===== src/hdl/rys_pkg.sv =====
// Shared types and constants for the RGB to Y'UV gain-scaling pixel pipeline.
`default_nettype none

package rys_pkg;

    // Pixel component and gain widths
    localparam int unsigned PIX_W  = 8;
    localparam int unsigned GAIN_W = 8;

    // Forward matrix sums fit in 18 signed bits, inverse sums in 20
    localparam int unsigned FWD_W = 18;
    localparam int unsigned INV_W = 20;

    // Inverse matrix operands (Y - 16, U - 128, V - 128) fit in 10 signed bits
    localparam int unsigned DIFF_W = 10;

    // Configuration register indexes
    localparam int unsigned CFG_IDX_W = 2;
    localparam logic [CFG_IDX_W-1:0] REG_LUMA_GAIN        = 2'd0;
    localparam logic [CFG_IDX_W-1:0] REG_BLUE_CHROMA_GAIN = 2'd1;
    localparam logic [CFG_IDX_W-1:0] REG_RED_CHROMA_GAIN  = 2'd2;

    localparam logic [GAIN_W-1:0] GAIN_UNITY = 8'd128;

    // Forward BT.601 coefficients
    localparam logic signed [FWD_W-1:0] K_YR = 18'sd66;
    localparam logic signed [FWD_W-1:0] K_YG = 18'sd129;
    localparam logic signed [FWD_W-1:0] K_YB = 18'sd25;
    localparam logic signed [FWD_W-1:0] K_UR = -18'sd38;
    localparam logic signed [FWD_W-1:0] K_UG = -18'sd74;
    localparam logic signed [FWD_W-1:0] K_UB = 18'sd112;
    localparam logic signed [FWD_W-1:0] K_VR = 18'sd112;
    localparam logic signed [FWD_W-1:0] K_VG = -18'sd94;
    localparam logic signed [FWD_W-1:0] K_VB = -18'sd18;
    localparam logic signed [FWD_W-1:0] K_FWD_RND = 18'sd128;

    localparam logic [PIX_W-1:0] Y_OFFSET = 8'd16;
    localparam logic [PIX_W-1:0] C_OFFSET = 8'd128;

    // Inverse coefficients
    localparam logic signed [INV_W-1:0] K_C  = 20'sd298;
    localparam logic signed [INV_W-1:0] K_RE = 20'sd409;
    localparam logic signed [INV_W-1:0] K_GD = -20'sd100;
    localparam logic signed [INV_W-1:0] K_GE = -20'sd208;
    localparam logic signed [INV_W-1:0] K_BD = 20'sd516;
    localparam logic signed [INV_W-1:0] K_INV_RND = 20'sd128;

    localparam logic signed [DIFF_W-1:0] Y_OFFSET_S = 10'sd16;
    localparam logic signed [DIFF_W-1:0] C_OFFSET_S = 10'sd128;

    // Control that travels with each pixel down the pipeline
    typedef struct packed {
        logic valid;
        logic frame_end;
    } stage_ctl_t;

endpackage

`default_nettype wire


===== src/hdl/rys_fwd.sv =====
// Stage 1: forward BT.601 matrix products and sums.
`default_nettype none

module rys_fwd (
    input  wire logic                                   aclk,
    input  wire logic                                   aresetn,
    input  wire logic                                   en,
    input  wire rys_pkg::stage_ctl_t                    ctl_in,
    input  wire logic [rys_pkg::PIX_W-1:0]              red,
    input  wire logic [rys_pkg::PIX_W-1:0]              green,
    input  wire logic [rys_pkg::PIX_W-1:0]              blue,
    output rys_pkg::stage_ctl_t                         ctl_out,
    output logic signed [rys_pkg::FWD_W-1:0]            sum_y,
    output logic signed [rys_pkg::FWD_W-1:0]            sum_u,
    output logic signed [rys_pkg::FWD_W-1:0]            sum_v
);

    localparam int unsigned EXT_W = rys_pkg::FWD_W - rys_pkg::PIX_W;

    rys_pkg::stage_ctl_t ctl_reg;
    logic signed [rys_pkg::FWD_W-1:0] sum_y_reg, sum_u_reg, sum_v_reg;
    logic signed [rys_pkg::FWD_W-1:0] sum_y_next, sum_u_next, sum_v_next;
    logic signed [rys_pkg::FWD_W-1:0] r_s, g_s, b_s;

    always_comb begin
        r_s = signed'({{EXT_W{1'b0}}, red});
        g_s = signed'({{EXT_W{1'b0}}, green});
        b_s = signed'({{EXT_W{1'b0}}, blue});
        sum_y_next = rys_pkg::K_YR * r_s + rys_pkg::K_YG * g_s + rys_pkg::K_YB * b_s
                   + rys_pkg::K_FWD_RND;
        sum_u_next = rys_pkg::K_UR * r_s + rys_pkg::K_UG * g_s + rys_pkg::K_UB * b_s
                   + rys_pkg::K_FWD_RND;
        sum_v_next = rys_pkg::K_VR * r_s + rys_pkg::K_VG * g_s + rys_pkg::K_VB * b_s
                   + rys_pkg::K_FWD_RND;
    end

    always_ff @(posedge aclk) begin
        if (!aresetn) begin
            ctl_reg <= '0;
        end else if (en) begin
            ctl_reg <= ctl_in;
        end
    end

    always_ff @(posedge aclk) begin
        if (en) begin
            sum_y_reg <= sum_y_next;
            sum_u_reg <= sum_u_next;
            sum_v_reg <= sum_v_next;
        end
    end

    assign ctl_out = ctl_reg;
    assign sum_y   = sum_y_reg;
    assign sum_u   = sum_u_reg;
    assign sum_v   = sum_v_reg;

endmodule

`default_nettype wire


===== src/hdl/rys_scale.sv =====
// Stage 2: floor shift and offsets to 8-bit Y'UV, then per-component gain.
`default_nettype none

module rys_scale (
    input  wire logic                                   aclk,
    input  wire logic                                   aresetn,
    input  wire logic                                   en,
    input  wire rys_pkg::stage_ctl_t                    ctl_in,
    input  wire logic signed [rys_pkg::FWD_W-1:0]       sum_y,
    input  wire logic signed [rys_pkg::FWD_W-1:0]       sum_u,
    input  wire logic signed [rys_pkg::FWD_W-1:0]       sum_v,
    input  wire logic [rys_pkg::GAIN_W-1:0]             gain_y,
    input  wire logic [rys_pkg::GAIN_W-1:0]             gain_u,
    input  wire logic [rys_pkg::GAIN_W-1:0]             gain_v,
    output rys_pkg::stage_ctl_t                         ctl_out,
    output logic [rys_pkg::PIX_W-1:0]                   y_out,
    output logic [rys_pkg::PIX_W-1:0]                   u_out,
    output logic [rys_pkg::PIX_W-1:0]                   v_out
);

    localparam int unsigned PROD_W = rys_pkg::PIX_W + rys_pkg::GAIN_W;

    rys_pkg::stage_ctl_t ctl_reg;
    logic [rys_pkg::PIX_W-1:0] y_reg, u_reg, v_reg;
    logic [rys_pkg::PIX_W-1:0] y_next, u_next, v_next;
    logic [rys_pkg::PIX_W-1:0] y8, u8, v8;
    logic [PROD_W-1:0] prod_y, prod_u, prod_v;

    always_comb begin
        // low byte of floor(sum / 256) is sum[15:8]
        y8 = sum_y[15:8] + rys_pkg::Y_OFFSET;
        u8 = sum_u[15:8] + rys_pkg::C_OFFSET;
        v8 = sum_v[15:8] + rys_pkg::C_OFFSET;
        prod_y = PROD_W'(y8) * PROD_W'(gain_y);
        prod_u = PROD_W'(u8) * PROD_W'(gain_u);
        prod_v = PROD_W'(v8) * PROD_W'(gain_v);
        // shift right by seven and keep the low byte (wraps on overflow)
        y_next = prod_y[14:7];
        u_next = prod_u[14:7];
        v_next = prod_v[14:7];
    end

    always_ff @(posedge aclk) begin
        if (!aresetn) begin
            ctl_reg <= '0;
        end else if (en) begin
            ctl_reg <= ctl_in;
        end
    end

    always_ff @(posedge aclk) begin
        if (en) begin
            y_reg <= y_next;
            u_reg <= u_next;
            v_reg <= v_next;
        end
    end

    assign ctl_out = ctl_reg;
    assign y_out   = y_reg;
    assign u_out   = u_reg;
    assign v_out   = v_reg;

endmodule

`default_nettype wire


===== src/hdl/rys_inv.sv =====
// Stage 3: inverse matrix products and sums back toward RGB.
`default_nettype none

module rys_inv (
    input  wire logic                                   aclk,
    input  wire logic                                   aresetn,
    input  wire logic                                   en,
    input  wire rys_pkg::stage_ctl_t                    ctl_in,
    input  wire logic [rys_pkg::PIX_W-1:0]              y_in,
    input  wire logic [rys_pkg::PIX_W-1:0]              u_in,
    input  wire logic [rys_pkg::PIX_W-1:0]              v_in,
    output rys_pkg::stage_ctl_t                         ctl_out,
    output logic signed [rys_pkg::INV_W-1:0]            sum_r,
    output logic signed [rys_pkg::INV_W-1:0]            sum_g,
    output logic signed [rys_pkg::INV_W-1:0]            sum_b
);

    localparam int unsigned DEXT_W = rys_pkg::DIFF_W - rys_pkg::PIX_W;

    rys_pkg::stage_ctl_t ctl_reg;
    logic signed [rys_pkg::INV_W-1:0] sum_r_reg, sum_g_reg, sum_b_reg;
    logic signed [rys_pkg::INV_W-1:0] sum_r_next, sum_g_next, sum_b_next;
    logic signed [rys_pkg::DIFF_W-1:0] c_s, d_s, e_s;
    logic signed [rys_pkg::INV_W-1:0] c_x, d_x, e_x;

    always_comb begin
        c_s = signed'({{DEXT_W{1'b0}}, y_in}) - rys_pkg::Y_OFFSET_S;
        d_s = signed'({{DEXT_W{1'b0}}, u_in}) - rys_pkg::C_OFFSET_S;
        e_s = signed'({{DEXT_W{1'b0}}, v_in}) - rys_pkg::C_OFFSET_S;
        c_x = rys_pkg::INV_W'(c_s);
        d_x = rys_pkg::INV_W'(d_s);
        e_x = rys_pkg::INV_W'(e_s);
        sum_r_next = rys_pkg::K_C * c_x + rys_pkg::K_RE * e_x + rys_pkg::K_INV_RND;
        sum_g_next = rys_pkg::K_C * c_x + rys_pkg::K_GD * d_x + rys_pkg::K_GE * e_x
                   + rys_pkg::K_INV_RND;
        sum_b_next = rys_pkg::K_C * c_x + rys_pkg::K_BD * d_x + rys_pkg::K_INV_RND;
    end

    always_ff @(posedge aclk) begin
        if (!aresetn) begin
            ctl_reg <= '0;
        end else if (en) begin
            ctl_reg <= ctl_in;
        end
    end

    always_ff @(posedge aclk) begin
        if (en) begin
            sum_r_reg <= sum_r_next;
            sum_g_reg <= sum_g_next;
            sum_b_reg <= sum_b_next;
        end
    end

    assign ctl_out = ctl_reg;
    assign sum_r   = sum_r_reg;
    assign sum_g   = sum_g_reg;
    assign sum_b   = sum_b_reg;

endmodule

`default_nettype wire


===== src/hdl/rys_clamp.sv =====
// Stage 4: floor shift, clamp to 0..255 and output register.
`default_nettype none

module rys_clamp (
    input  wire logic                                   aclk,
    input  wire logic                                   aresetn,
    input  wire logic                                   en,
    input  wire rys_pkg::stage_ctl_t                    ctl_in,
    input  wire logic signed [rys_pkg::INV_W-1:0]       sum_r,
    input  wire logic signed [rys_pkg::INV_W-1:0]       sum_g,
    input  wire logic signed [rys_pkg::INV_W-1:0]       sum_b,
    output rys_pkg::stage_ctl_t                         ctl_out,
    output logic [rys_pkg::PIX_W-1:0]                   red,
    output logic [rys_pkg::PIX_W-1:0]                   green,
    output logic [rys_pkg::PIX_W-1:0]                   blue
);

    rys_pkg::stage_ctl_t ctl_reg;
    logic [rys_pkg::PIX_W-1:0] red_reg, green_reg, blue_reg;
    logic [rys_pkg::PIX_W-1:0] red_next, green_next, blue_next;

    function automatic logic [rys_pkg::PIX_W-1:0] clamp_byte(
        input logic signed [rys_pkg::INV_W-1:0] s
    );
        logic [rys_pkg::PIX_W-1:0] res;
        // s[19:8] is floor(s / 256); negative drops to 0, above 255 holds 255
        if (s[rys_pkg::INV_W-1]) begin
            res = '0;
        end else if (|s[rys_pkg::INV_W-2:16]) begin
            res = '1;
        end else begin
            res = s[15:8];
        end
        return res;
    endfunction

    always_comb begin
        red_next   = clamp_byte(sum_r);
        green_next = clamp_byte(sum_g);
        blue_next  = clamp_byte(sum_b);
    end

    always_ff @(posedge aclk) begin
        if (!aresetn) begin
            ctl_reg <= '0;
        end else if (en) begin
            ctl_reg <= ctl_in;
        end
    end

    always_ff @(posedge aclk) begin
        if (en) begin
            red_reg   <= red_next;
            green_reg <= green_next;
            blue_reg  <= blue_next;
        end
    end

    assign ctl_out = ctl_reg;
    assign red     = red_reg;
    assign green   = green_reg;
    assign blue    = blue_reg;

endmodule

`default_nettype wire


===== src/hdl/rgb_yuv_scale_rgb_pixel_top.sv =====
// Top level of the RGB to Y'UV gain-scaling color balance pipeline.
`default_nettype none

// Color balance filter for an 8-bit RGB pixel stream. Each pixel is converted
// to Y'UV with the integer BT.601 matrix, Y, U and V are each multiplied by
// their own 8-bit gain (128 = unity, result shifted right by seven and wrapped
// to 8 bits), and the result is converted back to RGB and clamped to 0..255.
// The frame_end flag rides along with its pixel unchanged. The block takes one
// pixel per clock unless a stalled m_ready has backed the pipeline up into
// s_ready. The four register stages (forward matrix, gain multiply, inverse
// matrix, clamp/output) each advance independently, so bubbles collapse and a
// stalled m_ready only backs up the stages that actually hold pixels. Gains
// are written on the cfg_ port (index 0 luma, 1 blue chroma, 2 red chroma;
// index 3 is ignored), always accepted, and must only change while no pixel
// is in flight. All gains reset to 128.

module rgb_yuv_scale_rgb_pixel_top (
    input  wire logic                              aclk,
    input  wire logic                              aresetn,

    // Pixel input
    input  wire logic                              s_valid,
    output logic                                   s_ready,
    input  wire logic [rys_pkg::PIX_W-1:0]         s_red_in,
    input  wire logic [rys_pkg::PIX_W-1:0]         s_green_in,
    input  wire logic [rys_pkg::PIX_W-1:0]         s_blue_in,
    input  wire logic                              s_frame_end,

    // Pixel output
    output logic                                   m_valid,
    input  wire logic                              m_ready,
    output logic [rys_pkg::PIX_W-1:0]              m_red_out,
    output logic [rys_pkg::PIX_W-1:0]              m_green_out,
    output logic [rys_pkg::PIX_W-1:0]              m_blue_out,
    output logic                                   m_frame_end_out,

    // Gain register writes
    input  wire logic                              cfg_valid,
    output logic                                   cfg_ready,
    input  wire logic [rys_pkg::CFG_IDX_W-1:0]     cfg_index,
    input  wire logic [rys_pkg::GAIN_W-1:0]        cfg_data
);

    // ------------------------------------------------------------------
    // Gain registers
    // ------------------------------------------------------------------
    logic [rys_pkg::GAIN_W-1:0] gain_y_reg, gain_u_reg, gain_v_reg;

    assign cfg_ready = 1'b1;

    always_ff @(posedge aclk) begin
        if (!aresetn) begin
            gain_y_reg <= rys_pkg::GAIN_UNITY;
            gain_u_reg <= rys_pkg::GAIN_UNITY;
            gain_v_reg <= rys_pkg::GAIN_UNITY;
        end else if (cfg_valid && cfg_ready) begin
            unique case (cfg_index)
                rys_pkg::REG_LUMA_GAIN:        gain_y_reg <= cfg_data;
                rys_pkg::REG_BLUE_CHROMA_GAIN: gain_u_reg <= cfg_data;
                rys_pkg::REG_RED_CHROMA_GAIN:  gain_v_reg <= cfg_data;
                default: ;  // drop writes to unmapped indexes
            endcase
        end
    end

    // ------------------------------------------------------------------
    // Pipeline flow control: a stage advances when it is empty or when the
    // stage after it advances. The last stage is the output register.
    // ------------------------------------------------------------------
    rys_pkg::stage_ctl_t ctl_in, ctl1, ctl2, ctl3, ctl4;
    logic en1, en2, en3, en4;

    assign en4 = !ctl4.valid || m_ready;
    assign en3 = !ctl3.valid || en4;
    assign en2 = !ctl2.valid || en3;
    assign en1 = !ctl1.valid || en2;

    assign s_ready = en1;

    always_comb begin
        ctl_in.valid     = s_valid;
        ctl_in.frame_end = s_frame_end;
    end

    // ------------------------------------------------------------------
    // Datapath stages
    // ------------------------------------------------------------------
    logic signed [rys_pkg::FWD_W-1:0] sum_y, sum_u, sum_v;
    logic [rys_pkg::PIX_W-1:0] y_sc, u_sc, v_sc;
    logic signed [rys_pkg::INV_W-1:0] sum_r, sum_g, sum_b;

    // Forward matrix: RGB to Y'UV pre-shift sums
    rys_fwd u_fwd (
        .aclk    (aclk),
        .aresetn (aresetn),
        .en      (en1),
        .ctl_in  (ctl_in),
        .red     (s_red_in),
        .green   (s_green_in),
        .blue    (s_blue_in),
        .ctl_out (ctl1),
        .sum_y   (sum_y),
        .sum_u   (sum_u),
        .sum_v   (sum_v)
    );

    // Shift, offset and apply gains
    rys_scale u_scale (
        .aclk    (aclk),
        .aresetn (aresetn),
        .en      (en2),
        .ctl_in  (ctl1),
        .sum_y   (sum_y),
        .sum_u   (sum_u),
        .sum_v   (sum_v),
        .gain_y  (gain_y_reg),
        .gain_u  (gain_u_reg),
        .gain_v  (gain_v_reg),
        .ctl_out (ctl2),
        .y_out   (y_sc),
        .u_out   (u_sc),
        .v_out   (v_sc)
    );

    // Inverse matrix back to RGB sums
    rys_inv u_inv (
        .aclk    (aclk),
        .aresetn (aresetn),
        .en      (en3),
        .ctl_in  (ctl2),
        .y_in    (y_sc),
        .u_in    (u_sc),
        .v_in    (v_sc),
        .ctl_out (ctl3),
        .sum_r   (sum_r),
        .sum_g   (sum_g),
        .sum_b   (sum_b)
    );

    // Clamp into the output register
    rys_clamp u_clamp (
        .aclk    (aclk),
        .aresetn (aresetn),
        .en      (en4),
        .ctl_in  (ctl3),
        .sum_r   (sum_r),
        .sum_g   (sum_g),
        .sum_b   (sum_b),
        .ctl_out (ctl4),
        .red     (m_red_out),
        .green   (m_green_out),
        .blue    (m_blue_out)
    );

    assign m_valid         = ctl4.valid;
    assign m_frame_end_out = ctl4.frame_end;

endmodule

`default_nettype wire


===== config.mk =====
export PLATFORM = sky130hd
export DESIGN_NAME = rgb_yuv_scale_rgb_pixel_top
export DESIGN_NICKNAME = d
export VERILOG_FILES = /design/src/hdl/rys_pkg.sv /design/src/hdl/rys_fwd.sv /design/src/hdl/rys_scale.sv /design/src/hdl/rys_inv.sv /design/src/hdl/rys_clamp.sv /design/src/hdl/rgb_yuv_scale_rgb_pixel_top.sv
export SDC_FILE = /design/constraint.sdc
export NUM_CORES = 1
export LEC_CHECK = 0
export ABC_AREA = 1
export ABC_CLOCK_PERIOD_IN_PS = 6100
export BUFFER_PORTS_ARGS = -buffer_cell sky130_fd_sc_hd__buf_4
export CELL_PAD_IN_SITES_DETAIL_PLACEMENT = 1
export CELL_PAD_IN_SITES_GLOBAL_PLACEMENT = 2
export CORE_MARGIN = 5
export CORE_UTILIZATION = 30
export CTS_CLUSTER_DIAMETER = 120
export DETAILED_ROUTE_END_ITERATION = 8
export GPL_ROUTABILITY_DRIVEN = 0
export GPL_TIMING_DRIVEN = 0
export PLACE_DENSITY_LB_ADDON = 0.1
export SYNTH_ARGS = -nofsm -noshare
export SYNTH_HDL_FRONTEND = slang
export SYNTH_SLANG_ARGS = --single-unit

===== constraint.sdc =====
create_clock -name aclk -period 6.1 [get_ports aclk]
set_input_delay 0.305 -clock aclk [delete_from_list [all_inputs] [get_ports aclk]]
set_output_delay 0.305 -clock aclk [all_outputs]
set_load 0.03 [all_outputs]

==> flow_metrics.env <==
export IMPL_outcome="finished clean"
export IMPL_worst_slew_pin_slew_ns=1.13
export IMPL_cpPeakStageDelay_ns=0.54
export IMPL_via_per_inst=4.58
export IMPL_crit_slowest_cell="fa_1"
export IMPL_worstReg2RegEnd="u_inv.sum_g[16]"
export IMPL_synth_edf_count=108
export IMPL_netlist_top_cells_area="ha_1 (28%), fa_1 (18%), inv_1 (11%)"
export IMPL_synthTopCellsByCount="inv_1 (867), ha_1 (645), nand2_1 (616)"
export IMPL_cts_tree="yes"
export IMPL_wl_per_cell_um=16.7
export IMPL_finalCritPeriodShare=0.966
export IMPL_detail_route_iter0_violations=705
export IMPL_cts_root_buf="clkbuf_16"
export IMPL_crit_start="u_scale.u_out[7]"
export IMPL_grt_pass1_vias=25500
export IMPL_wirelength_um=82800
export IMPL_num_vias=22700
export IMPL_synth_area_per_cell_sq_um=8.03
export IMPL_grt_usage=0.166
export IMPL_drv_slew=0
export IMPL_critPathKind="reg2reg"
export IMPL_setup_tns_ns=0
export IMPL_path_cells="buf_2 -> clkinvlp_4 -> fa_1 -> ha_1 -> inv_1 -> fa_1 -> inv_1 -> ha_1 -> ha_1 -> a21oi_1 -> o21ai_0 -> a21oi_1 -> xor2_1 -> inv_1 -> fa_1 -> ha_1 -> ha_2 -> a21o_1 -> inv_1 -> o21ai_0 -> a21oi_2 -> nand2_1 -> nand2_1 -> nand2_1"
export IMPL_cts_buffers=17
export IMPL_min_to="u_fwd.ctl_out[1]"
export IMPL_r2r_slack_ns=0.21
export IMPL_dieArea_sq_mm=0.102
export IMPL_cts_max_level=4
export IMPL_hold_violations=0
export IMPL_min_path_cells=3
export IMPL_fillers=11500
export IMPL_insertion_delay_ns=0.48
export IMPL_clock_skew_ns=0.0194
export IMPL_dieHeight_um=319
export IMPL_fmax_mhz=170
export IMPL_syn_nets=4503
export IMPL_grt_ovfl_total=0
export IMPL_synthFlopType="edfxtp_1"
export IMPL_drc=0
export IMPL_synth_distinct_cells=47
export IMPL_async_reset_ff_frac=0
export IMPL_setup_viol=0
export IMPL_worst_path_max_fanout=7
export IMPL_min_from="s_valid"
export IMPL_die_w_um=319
export IMPL_io_pins=68
export IMPL_rows=113
export IMPL_antenna_found_initial=1
export IMPL_grt_max_degree=40
export IMPL_ys_ff_latch=140
export IMPL_synth_seq_area_share=0.136
export IMPL_port_buffers=66
export IMPL_clkTransAtPathRegs_ns=0.07
export IMPL_cp_top_family="adder cells"
export IMPL_period_minus_slack_ns=5.89
export IMPL_netlist_area_sq_mm=0.0286
export IMPL_crit_arrival_ns=6.11
export IMPL_grt_pass1_wl_um=136000
export IMPL_drive_gt1_frac=0.0698
export IMPL_dp_hpwl_um=73100
export IMPL_slew_headroom=0.248
export IMPL_rr_startpoint="u_scale.u_out[7]"
export IMPL_r2r_cells=24
export IMPL_yosysTopAreaCell="ha_1"
export IMPL_core_sq_mm=0.0947
export IMPL_yosys_cell_count_top_type="inv_1"
export IMPL_min_path_type="in2reg"
export IMPL_cts_hold_buf=0
export IMPL_yosysWarnings=0
export IMPL_ant_nets=0
export IMPL_area_growth_pct=12.7
export IMPL_startpoint_type="register"
export IMPL_max_cap_violations=0
export IMPL_required_ns=6.31
export IMPL_drtPass1Iterations=4
export IMPL_start_util=0.302
export IMPL_final_nets=4629
export IMPL_crit_buf_inv=6
export IMPL_synth_cells=3558
export IMPL_cts_sinks=140
export IMPL_crit_path_end_kind="register"
export IMPL_cts_path_max_buffers=2
export IMPL_netlist_area_leader_share=0.282
[metal layers]
layer | GRT usage | part of all wire
met5 | 0 | 0
met1 | 0.202 | 0.44
met3 | 0.0171 | 0.015
met4 | 0.0312 | 0.017
met2 | 0.318 | 0.53
[metrics by stage]
step	utilization	area [sq um]	cells	setup WS [ns]	hold WS (ns)
after floorplan	-	28600	3558	0.269	0.418
after global placement	0.324	30700	4889	-1.20	0.470
after detailed placement	0.324	30700	4889	-1.16	0.474
after CTS	0.334	31600	4933	0.0138	0.102
after global routing	0.340	32200	4962	-0.0605	0.115
final	0.340	32200	4963	0.207	0.149
[cells in the final DEF, fill, tap and decap left out, types with 10 or more instances in the layout]
cell,instances
o21bai_1,12
nand2_2,12
buf_4,108
xnor2_1,60
a21oi_1,189
a21oi_2,10
clkbuf_16,19
o21ai_0,116
edfxtp_1,108
inv_2,12
a31oi_1,12
inv_1,853
nor3_1,23
ha_1,618
a21o_1,15
dfxtp_1,32
nand3_1,134
nand2_1,607
clkbuf_1,37
fa_1,258
ha_4,22
xor2_1,109
nor2_1,167
nand4_1,31
[final cells by class]
cell class	instances	area, sq um	area share
sequential	140	3880	0.121
timing repair buffer	107	816	0.0253
inverter	870	3280	0.102
clock inverter	12	111	0.00346
buffer	46	190	0.00591
clock buffer	20	479	0.0149
antenna	1	2.50	0.0000777
tap	1265	1580	0.0491
multi-input combinational	2502	21900	0.679
[worst max-delay path by stage]
stage,cells past startpoint,to,slack (ns)
after CTS,28,u_inv.sum_g[19],0.01
after floorplan,27,u_inv.sum_g[19],0.27
after global placement,26,u_inv.sum_g[19],-1.20
final,24,u_inv.sum_g[16],0.21
after global routing,24,u_inv.sum_g[16],-0.06
after detailed placement,26,u_inv.sum_g[19],-1.16
[logic make-up after synthesis]
kind of cell             Yosys count  synth area share
XOR/XNOR                         179            0.0549
buffers and inverters            916             0.121
flip-flops                       140             0.136
AO/OA/AOI/OAI                    402            0.0768
adder cells (fa/ha/maj)          905             0.465
other                              1          0.000131
AND/OR/NAND/NOR                 1015             0.147
[worst reg2reg max path, cell delays in order, from the launching register on]
cell and delay [ns]:
edfxtp_1 0.38, buf_2 0.26, clkinvlp_4 0.23, fa_1 0.54
ha_1 0.14, inv_1 0.05, fa_1 0.50, inv_1 0.05
ha_1 0.30, ha_1 0.36, a21oi_1 0.21, o21ai_0 0.19
a21oi_1 0.22, xor2_1 0.16, inv_1 0.07, fa_1 0.49
ha_1 0.32, ha_2 0.34, a21o_1 0.19, inv_1 0.10
o21ai_0 0.14, a21oi_2 0.17, nand2_1 0.07, nand2_1 0.06
nand2_1 0.07
[timing repair]
item | CTS | global route
resized for setup | 53 | 63
setup buffers | 12 | 29
pin swaps | 9 | 22
setup endpoints to repair | 27 | 21
Power is left out: the tool's default activity adds up to more than one toggle a clock period on the data nets, which glitch-free logic cannot reach.
